[src/rtl/core/pdsf_pkg.sv]
// shared types and constants for the prime and digit-sum filter
// no dependencies

package pdsf_pkg;

  // exact digit sum width: covers ten decimal digits of a 32-bit value
  localparam int SUM_W        = 7;
  localparam int TARGET_W     = 6;
  localparam int OUT_SUM_W    = 6;
  localparam int SUM_MAX      = 63;
  localparam int DEC_BASE     = 10;
  localparam int DIGIT_W      = 4;
  // shift-add-3 binary to bcd: digits at or above 5 get 3 added before a shift
  localparam int BCD_ADJ_MIN  = 5;
  localparam int BCD_ADJ      = 3;
  localparam int FIRST_DIV    = 2;
  localparam int FIRST_SQUARE = FIRST_DIV * FIRST_DIV;

  // controller to datapath
  typedef struct packed {
    logic load;          // capture request number, init candidate
    logic div_start;     // launch the remainder unit on number by candidate
    logic dig_step;      // one bcd conversion or digit accumulation step
    logic cand_next;     // step to next trial divisor
    logic set_composite; // a divisor was found
    logic out_load;      // move result into output register
  } pdsf_cmd_t;

  // datapath to controller
  typedef struct packed {
    logic div_done;
    logic dig_done;
    logic below_two;
    logic sq_over;
    logic rem_zero;
  } pdsf_stat_t;

endpackage

[src/rtl/core/pdsf_divider.sv]
// bit-serial restoring remainder unit, one dividend bit per cycle
// depends on nothing outside this file

module pdsf_divider #(
  parameter int VALUE_BITS = 20,
  parameter int DVS_W      = 12
) (
  input  logic                  clk,
  input  logic                  rst_n,
  input  logic                  start,
  input  logic [VALUE_BITS-1:0] dividend,
  input  logic [DVS_W-1:0]      divisor,
  output logic                  done,
  output logic [DVS_W-1:0]      rem
);

  localparam int CNT_W = $clog2(VALUE_BITS + 1);

  logic                  busy_r, busy_nxt;
  logic                  done_r, done_nxt;
  logic [CNT_W-1:0]      cnt_r, cnt_nxt;
  logic [VALUE_BITS-1:0] dvd_r, dvd_nxt;
  logic [DVS_W-1:0]      rem_r, rem_nxt;
  logic [DVS_W-1:0]      dvs_r, dvs_nxt;
  logic [DVS_W:0]        trial;
  logic                  fits;

  assign trial = {rem_r, dvd_r[VALUE_BITS-1]};
  assign fits  = (trial >= {1'b0, dvs_r});

  always_comb begin
    busy_nxt = busy_r;
    done_nxt = 1'b0;
    cnt_nxt  = cnt_r;
    dvd_nxt  = dvd_r;
    rem_nxt  = rem_r;
    dvs_nxt  = dvs_r;
    if (start) begin
      busy_nxt = 1'b1;
      cnt_nxt  = CNT_W'(VALUE_BITS);
      dvd_nxt  = dividend;
      rem_nxt  = '0;
      dvs_nxt  = divisor;
    end else if (busy_r) begin
      dvd_nxt = {dvd_r[VALUE_BITS-2:0], 1'b0};
      rem_nxt = fits ? DVS_W'(trial - {1'b0, dvs_r}) : trial[DVS_W-1:0];
      cnt_nxt = cnt_r - CNT_W'(1);
      if (cnt_r == CNT_W'(1)) begin
        busy_nxt = 1'b0;
        done_nxt = 1'b1;
      end
    end
  end

  always_ff @(posedge clk) begin
    if (!rst_n) begin
      busy_r <= 1'b0;
      done_r <= 1'b0;
      cnt_r  <= '0;
    end else begin
      busy_r <= busy_nxt;
      done_r <= done_nxt;
      cnt_r  <= cnt_nxt;
    end
  end

  always_ff @(posedge clk) begin
    dvd_r <= dvd_nxt;
    rem_r <= rem_nxt;
    dvs_r <= dvs_nxt;
  end

  assign done = done_r;
  assign rem  = rem_r;

endmodule

[src/rtl/core/pdsf_datapath.sv]
// datapath: number, bcd digits and their sum, trial divisor and its square, results
// depends on pdsf_pkg and pdsf_divider

module pdsf_datapath #(
  parameter int VALUE_BITS = 20
) (
  input  logic                           clk,
  input  logic                           rst_n,
  input  logic                           cfg_we,
  input  logic [pdsf_pkg::TARGET_W-1:0]  cfg_data,
  input  logic [VALUE_BITS-1:0]          in_number,
  input  pdsf_pkg::pdsf_cmd_t            cmd,
  output pdsf_pkg::pdsf_stat_t           stat,
  output logic                           out_is_prime,
  output logic [pdsf_pkg::OUT_SUM_W-1:0] out_digit_sum,
  output logic                           out_match
);

  import pdsf_pkg::*;

  localparam int D_W   = (VALUE_BITS + 1) / 2 + 2;
  localparam int SQ_W  = VALUE_BITS + 3;
  // decimal digits of the largest VALUE_BITS-bit number
  localparam int ND    = (VALUE_BITS * 3) / 10 + 1;
  localparam int BCD_W = ND * DIGIT_W;
  localparam int CNT_W = $clog2(VALUE_BITS + ND + 1);

  logic [TARGET_W-1:0]   target_r;
  logic [VALUE_BITS-1:0] num_r, work_r;
  logic [BCD_W-1:0]      bcd_r;
  logic [CNT_W-1:0]      dig_cnt_r;
  logic [SUM_W-1:0]      sum_r;
  logic [D_W-1:0]        cand_r;
  logic [SQ_W-1:0]       sq_r;
  logic                  prime_r;
  logic                  res_prime_r, res_match_r;
  logic [OUT_SUM_W-1:0]  res_sum_r;

  logic [BCD_W-1:0]      bcd_adj;
  logic [D_W-1:0]        div_rem;
  logic                  div_done;
  logic [OUT_SUM_W-1:0]  sum_sat;

  pdsf_divider #(
    .VALUE_BITS (VALUE_BITS),
    .DVS_W      (D_W)
  ) u_div (
    .clk      (clk),
    .rst_n    (rst_n),
    .start    (cmd.div_start),
    .dividend (num_r),
    .divisor  (cand_r),
    .done     (div_done),
    .rem      (div_rem)
  );

  // add 3 to every bcd digit of 5 or more ahead of the next shift
  always_comb begin
    bcd_adj = bcd_r;
    for (int i = 0; i < ND; i++) begin
      if (bcd_r[i*DIGIT_W +: DIGIT_W] >= DIGIT_W'(BCD_ADJ_MIN)) begin
        bcd_adj[i*DIGIT_W +: DIGIT_W] = bcd_r[i*DIGIT_W +: DIGIT_W] + DIGIT_W'(BCD_ADJ);
      end
    end
  end

  always_ff @(posedge clk) begin
    if (!rst_n) begin
      target_r <= '0;
    end else if (cfg_we) begin
      target_r <= cfg_data;
    end
  end

  always_ff @(posedge clk) begin
    if (cmd.load) begin
      num_r     <= in_number;
      work_r    <= in_number;
      bcd_r     <= '0;
      dig_cnt_r <= CNT_W'(VALUE_BITS + ND);
      sum_r     <= '0;
      cand_r    <= D_W'(FIRST_DIV);
      sq_r      <= SQ_W'(FIRST_SQUARE);
      prime_r   <= (in_number >= VALUE_BITS'(FIRST_DIV));
    end else begin
      if (cmd.dig_step) begin
        if (dig_cnt_r > CNT_W'(ND)) begin
          // shift the next binary bit into the bcd digits
          bcd_r  <= {bcd_adj[BCD_W-2:0], work_r[VALUE_BITS-1]};
          work_r <= {work_r[VALUE_BITS-2:0], 1'b0};
        end else begin
          // fold the lowest digit into the sum
          sum_r <= sum_r + SUM_W'(bcd_r[DIGIT_W-1:0]);
          bcd_r <= {{DIGIT_W{1'b0}}, bcd_r[BCD_W-1:DIGIT_W]};
        end
        dig_cnt_r <= dig_cnt_r - CNT_W'(1);
      end
      if (cmd.cand_next) begin
        // (d+1)^2 = d^2 + 2d + 1
        sq_r   <= sq_r + SQ_W'({cand_r, 1'b1});
        cand_r <= cand_r + D_W'(1);
      end
      if (cmd.set_composite) begin
        prime_r <= 1'b0;
      end
    end
  end

  assign sum_sat = (sum_r > SUM_W'(SUM_MAX)) ? OUT_SUM_W'(SUM_MAX) : sum_r[OUT_SUM_W-1:0];

  always_ff @(posedge clk) begin
    if (cmd.out_load) begin
      res_prime_r <= prime_r;
      res_sum_r   <= sum_sat;
      res_match_r <= prime_r && (sum_r == SUM_W'(target_r));
    end
  end

  assign stat.div_done  = div_done;
  assign stat.dig_done  = (dig_cnt_r == '0);
  assign stat.below_two = (num_r < VALUE_BITS'(FIRST_DIV));
  assign stat.sq_over   = (sq_r > SQ_W'(num_r));
  assign stat.rem_zero  = (div_rem == '0);

  assign out_is_prime  = res_prime_r;
  assign out_digit_sum = res_sum_r;
  assign out_match     = res_match_r;

endmodule

[src/rtl/core/pdsf_ctrl.sv]
// controller: sequences digit extraction, trial division and result handoff
// depends on pdsf_pkg

module pdsf_ctrl (
  input  logic                 clk,
  input  logic                 rst_n,
  input  logic                 in_valid,
  output logic                 in_ready,
  output logic                 out_valid,
  input  logic                 out_ready,
  input  pdsf_pkg::pdsf_stat_t stat,
  output pdsf_pkg::pdsf_cmd_t  cmd
);

  import pdsf_pkg::*;

  localparam logic [2:0] ST_IDLE    = 3'd0;
  localparam logic [2:0] ST_DIG     = 3'd1;
  localparam logic [2:0] ST_PR_CHK  = 3'd2;
  localparam logic [2:0] ST_PR_WAIT = 3'd3;
  localparam logic [2:0] ST_DONE    = 3'd4;

  logic [2:0] state_r, state_nxt;
  logic       out_valid_r, out_valid_nxt;

  assign in_ready  = (state_r == ST_IDLE);
  assign out_valid = out_valid_r;

  always_comb begin
    state_nxt = state_r;
    cmd       = '0;
    unique case (state_r)
      ST_IDLE: begin
        if (in_valid) begin
          cmd.load  = 1'b1;
          state_nxt = ST_DIG;
        end
      end
      ST_DIG: begin
        if (stat.dig_done) begin
          state_nxt = ST_PR_CHK;
        end else begin
          cmd.dig_step = 1'b1;
        end
      end
      ST_PR_CHK: begin
        if (stat.below_two || stat.sq_over) begin
          state_nxt = ST_DONE;
        end else begin
          cmd.div_start = 1'b1;
          state_nxt     = ST_PR_WAIT;
        end
      end
      ST_PR_WAIT: begin
        if (stat.div_done) begin
          if (stat.rem_zero) begin
            cmd.set_composite = 1'b1;
            state_nxt         = ST_DONE;
          end else begin
            cmd.cand_next = 1'b1;
            state_nxt     = ST_PR_CHK;
          end
        end
      end
      ST_DONE: begin
        if (!out_valid_r || out_ready) begin
          cmd.out_load = 1'b1;
          state_nxt    = ST_IDLE;
        end
      end
      default: begin
        state_nxt = ST_IDLE;
      end
    endcase
  end

  always_comb begin
    out_valid_nxt = out_valid_r;
    if (cmd.out_load) begin
      out_valid_nxt = 1'b1;
    end else if (out_ready) begin
      out_valid_nxt = 1'b0;
    end
  end

  always_ff @(posedge clk) begin
    if (!rst_n) begin
      state_r     <= ST_IDLE;
      out_valid_r <= 1'b0;
    end else begin
      state_r     <= state_nxt;
      out_valid_r <= out_valid_nxt;
    end
  end

endmodule

[src/rtl/core/prime_and_digit_sum_filter.sv]
// top level of the prime and digit-sum filter
// depends on pdsf_pkg, pdsf_ctrl, pdsf_datapath (with pdsf_divider)

// usage
// - input channel: in_valid / in_ready / in_number carry one request, an
//   unsigned number; it is taken only while the controller sits idle
// - result channel: out_valid / out_ready with out_is_prime, out_digit_sum
//   (saturated at 63) and out_match (prime and exact digit sum == target)
// - cfg_we / cfg_data write the digit-sum target, no wait, reset value 0
// - processing, from the accepting cycle through the handoff: a load, the
//   shift-add-3 conversion of the input bits into decimal digits, one add per
//   digit to sum them plus an exit step, then per trial divisor d = 2, 3 and up
//   a check of d*d against n and a bit-serial remainder, until a divisor is
//   found or the check sees d*d > n (or n below two), then the handoff
// - worst case at VALUE_BITS = 20 (7 digits) is a prime near 2^20: 1022 trial
//   divisions
// - one request is processed at a time; a finished result sits in the output
//   register, and the next request is accepted the cycle after it has moved
//   there, even while the receiver stalls
// - if the receiver stalls with a result already waiting, the next finished
//   result holds in the datapath until the output register frees up
// - synchronous active-low reset returns the controller to idle, drops
//   out_valid and clears the target

module prime_and_digit_sum_filter #(
  parameter int VALUE_BITS = 20
) (
  input  logic                           clk,
  input  logic                           rst_n,
  input  logic                           cfg_we,
  input  logic [pdsf_pkg::TARGET_W-1:0]  cfg_data,
  input  logic                           in_valid,
  output logic                           in_ready,
  input  logic [VALUE_BITS-1:0]          in_number,
  output logic                           out_valid,
  input  logic                           out_ready,
  output logic                           out_is_prime,
  output logic [pdsf_pkg::OUT_SUM_W-1:0] out_digit_sum,
  output logic                           out_match
);

  import pdsf_pkg::*;

  // command and status between sequencer and datapath
  pdsf_cmd_t  cmd;
  pdsf_stat_t stat;

  pdsf_ctrl u_ctrl (
    .clk       (clk),
    .rst_n     (rst_n),
    .in_valid  (in_valid),
    .in_ready  (in_ready),
    .out_valid (out_valid),
    .out_ready (out_ready),
    .stat      (stat),
    .cmd       (cmd)
  );

  pdsf_datapath #(
    .VALUE_BITS (VALUE_BITS)
  ) u_dp (
    .clk           (clk),
    .rst_n         (rst_n),
    .cfg_we        (cfg_we),
    .cfg_data      (cfg_data),
    .in_number     (in_number),
    .cmd           (cmd),
    .stat          (stat),
    .out_is_prime  (out_is_prime),
    .out_digit_sum (out_digit_sum),
    .out_match     (out_match)
  );

endmodule

[config.mk]
export PLATFORM = sky130hd
export DESIGN_NAME = prime_and_digit_sum_filter
export DESIGN_NICKNAME = d
export VERILOG_FILES = /design/src/rtl/core/pdsf_pkg.sv /design/src/rtl/core/pdsf_divider.sv /design/src/rtl/core/pdsf_datapath.sv /design/src/rtl/core/pdsf_ctrl.sv /design/src/rtl/core/prime_and_digit_sum_filter.sv
export SDC_FILE = /design/constraint.sdc
export NUM_CORES = 1
export LEC_CHECK = 0
export ABC_AREA = 1
export BUFFER_PORTS_ARGS = -buffer_cell sky130_fd_sc_hd__buf_2
export CORE_MARGIN = 8
export CORE_UTILIZATION = 62
export CTS_BUF_LIST = sky130_fd_sc_hd__clkbuf_16
export CTS_CLUSTER_SIZE = 24
export DETAILED_ROUTE_END_ITERATION = 8
export HOLD_SLACK_MARGIN = 0.15
export PLACE_DENSITY = 0.8
export SLEW_MARGIN = 30
export SYNTH_ARGS = -nofsm -noshare
export SYNTH_HDL_FRONTEND = slang
export SYNTH_HIERARCHICAL = 1
export SYNTH_SLANG_ARGS = --single-unit
[constraint.sdc]
create_clock -name clk -period 4.5 [get_ports clk]
set_clock_uncertainty 0.05 [all_clocks]
set_input_delay 0.45 -clock clk [delete_from_list [all_inputs] [get_ports clk]]
set_output_delay 0.45 -clock clk [all_outputs]
set_load 0.01 [all_outputs]
==> flow_summary.ini <==
[run_status]
status = complete, no violations

[sta]
drv_slew = 0
max_freq_ghz = 0.309
worst_pin_slew_ns = 0.974
layout_setup_ws_ns = 1.27
slew_headroom_pct = 35.1
fin_crit_ns = 3.23
holdWs_ns = 0.170
setup_viol_count_final = 0
hold_violations = 0
fin_crit_sh_pct = 71.9
rsz0062_at_grt = false
tns_ns = 0

[flow_run]
maxCapViolCount = 0

[detailed_routing]
final_antenna_net_count = 0
drt_first_pass_iters = 5
drt-total-wl_um = 23700
vias = 9247
route.detailed.drc = 0
initialDrtViolationCount = 693
vias_per_cell = 5.44
wl_per_cell_um = 14.0

[grt]
grt_start_max_net_pins = 83
grt_pass1_wl_um = 40400
grt_pass1_vias = 8780
overflow = 0
grt.total_usage_pct = 22.2
antenna_found_initial = 0

[place]
dpl.hpwl_um = 17000
port_buffers = 40
gp_congestion = 0.866
place_inst = 1667
dp_worst_setup_slack_ns = 1.39

[clocking]
cts_hold_buf = 0
clk_latency_ns = 0.43
cts_root_buf = clkbuf_16
clkTransAtPathRegs_ns = 0.07
cts_tree = yes
cts.sinks = 185
cts_made_buffers = 17
cts_resized = 0
cts_setup_buffers = 0
htree_levels = 4
clockBufferDepth = 2

[logic_synthesis]
synthFlopType = dfxtp_1
syn_inst = 1433
syn-cell-area_um2 = 10700
synth_compound_area_share_pct = 9.29
yosys_warnings = 6
muxShareOfSynthArea_pct = 0
yosysUniqueCellTypes = 49
ys_async_sr_fraction_pct = 0
syn_area_per_cell_um2 = 7.49
syn_nets = 1535
synth_edf_count = 81
synthAdderAreaFrac_pct = 8.48
synth-seq-area-share_pct = 42.1
synth_top_family_by_area = simple AND/OR/NAND/NOR gates
ys_ff_latch = 185
synth-xor-area-share_pct = 1.79
synthSimpleGateAreaFrac_pct = 29.0

[setup_path]
crit_path_cell_trace = inv_1, ha_1, nand2_1, nor2_1, nand4_1, nor2_1, nand3_1, nand2_1, inv_1, nor2_1, nand3_1, inv_1, buf_4, inv_1, nand2_1, o21ai_0, a21boi_0
required_ns = 4.81
critPathMaxFanout = 37
setup.worst_path.end_class = flop
crit_slowest_cell = inv_1
timing.critical_path.mode_cell = inv_1
critPathKind = reg -> reg
worstSetupStartpointType = flop
cpPeakStageDelay_ns = 0.40
arrival_ns = 3.54

[final_layout]
syn2layout_area_growth_pct = 8.47
n_antenna_cell = 0
finalNonFillerCells = 1699
drive_above_1_share_pct = 8.28
final_nets = 1563

[floorplan]
start_util_pct = 62.7
num_io_pins = 41
dieArea_um2 = 21800
core_area_um2 = 17100
rows = 48
die_h_um = 148
die_x_um = 148

[power_and_ir_drop]
total_power_uw = 5600
combPwrFrac_pct = 31.9
p_leak_uw = 0.00548
switching_share_pct = 37.8
ir_worst_vdd_mv = 0.347
clockPowerShare_pct = 25.3
internal-power_uw = 3480
pwr-share-seq_pct = 42.8
powerDensity_nw_per_um2 = 481
netSwitchingPower_uw = 2110

[hold_path]
hold_path.class = in -> reg
## through the flow
step	instance area (µm²)	util (%)
2_1_floorplan	10700	-
3_3_place_gp	11100	64.8
3_5_place_dp	11100	64.8
4_1_cts	11600	68.0
5_1_grt	11600	68.0
6_report	11600	68.0
## per-layer routing
layer  wire length [µm]  GRT usage (%)  vias up
met5                  0              0        -
met4                416           7.29        0
met3               1080           3.73       35
met2              11200           37.5      233
met1              11000           28.5     4256
li1                   -              -     4723
## path summary, 6_finish.rpt
check                                                start                          endpoint  slack, ns  cells after the start
worst min register to register  u_dp/prime_r$_SDFFCE_PN0P_       u_dp/out_is_prime$_DFFE_PP_       0.42                      0
worst min-delay path                         in_number[16]          u_dp/num_r[16]$_DFFE_PP_       0.17                      1
worst max register to register     u_dp/num_r[6]$_DFFE_PP_  u_dp/u_div/cnt_r[4]$_SDFFE_PN0P_       1.27                     17
worst max-delay path               u_dp/num_r[6]$_DFFE_PP_  u_dp/u_div/cnt_r[4]$_SDFFE_PN0P_       1.27                     17
## area by class of cell
cell class,instances,area (µm²)
clock inverters,15,129
well taps,225,282
repair buffers,46,245
multi-input cells,993,5230
flip-flops and latches,185,4510
fillers,1440,5470
inverters,218,821
clock buffers,17,425
## cell usage after synthesis, drive strengths merged (3+ instances only)
master,n,share of area [%]
clkbuf,18,0.63
fa,3,0.56
nor4,14,0.82
edfxtp,81,23
ha,68,7.9
nor2,139,5.2
a21oi,76,3.6
xnor2,9,0.73
nor3,9,0.62
o21ai,58,2.7
nand3,96,5.0
inv,218,7.6
buf,19,1.1
o211ai,6,0.42
nand4,27,1.6
dfxtp,104,19
o22ai,15,0.87
a31oi,17,0.99
and2,4,0.23
nand2,417,15
xor2,13,1.1
or2,9,0.52
## worst max-delay path, delay by kind of cell (launching register included)
kind / cells / cell delay (ns)
buf+inv: 5 / 0.95
flops: 1 / 0.39
simple gates: 9 / 1.19
fa+ha+maj: 1 / 0.29
compound gates: 2 / 0.28
## kinds of logic (layout without fill, tap and decap cells)
group | count (synthesis) | after routing
AND/OR/NAND/NOR | 719 | 719
buffers and inverters | 255 | 296
flip-flops | 185 | 185
AO/OA/AOI/OAI | 181 | 181
adder cells (fa/ha/maj) | 71 | 71
XOR/XNOR | 22 | 22
## power by group through the flow
stage / combinational (µW) / sequential (µW) / clock (µW)
global route: 2020 / 2430 / 1500
detailed placement: 1770 / 2430 / 0
floorplan: 1400 / 2370 / 0
global placement: 1710 / 2420 / 0
finish: 1790 / 2400 / 1420
CTS: 1780 / 2400 / 1440
## placed cells by master (no fill, tap or decap), types with 6 or more instances in the layout
cell	count
o21ai_1	7
nand4_1	27
nor3_1	6
inv_1	209
ha_1	68
inv_2	8
nand2_1	408
o22ai_1	15
o21ai_0	51
dfxtp_1	104
buf_4	6
clkbuf_16	17
inv_6	8
a21oi_1	75
a31oi_1	17
xnor2_1	9
o211ai_1	6
buf_2	40
edfxtp_1	81
nand3_1	87
nor2_1	133
xor2_1	13
nor4_1	12
nand3_2	8
nand2_2	9
## state kept, by name, summed over array words and instances (netlist names), 3 cells and up
| register | cells |
|---|---|
| u_dp/cand_r | 12 |
| u_dp/u_div/rem | 12 |
| u_dp/dig_cnt_r | 5 |
| u_dp/num_r | 20 |
| u_dp/u_div/dvs_r | 12 |
| u_ctrl/state_r | 3 |
| u_dp/u_div/dvd_r | 20 |
| u_dp/target_r | 6 |
| u_dp/u_div/cnt_r | 5 |
| u_dp/work_r | 20 |
| u_dp/out_digit_sum | 6 |
| u_dp/sq_r | 23 |
| u_dp/bcd_r | 28 |
| u_dp/sum_r | 7 |
Note: power is estimated with default switching activity, not from simulation.
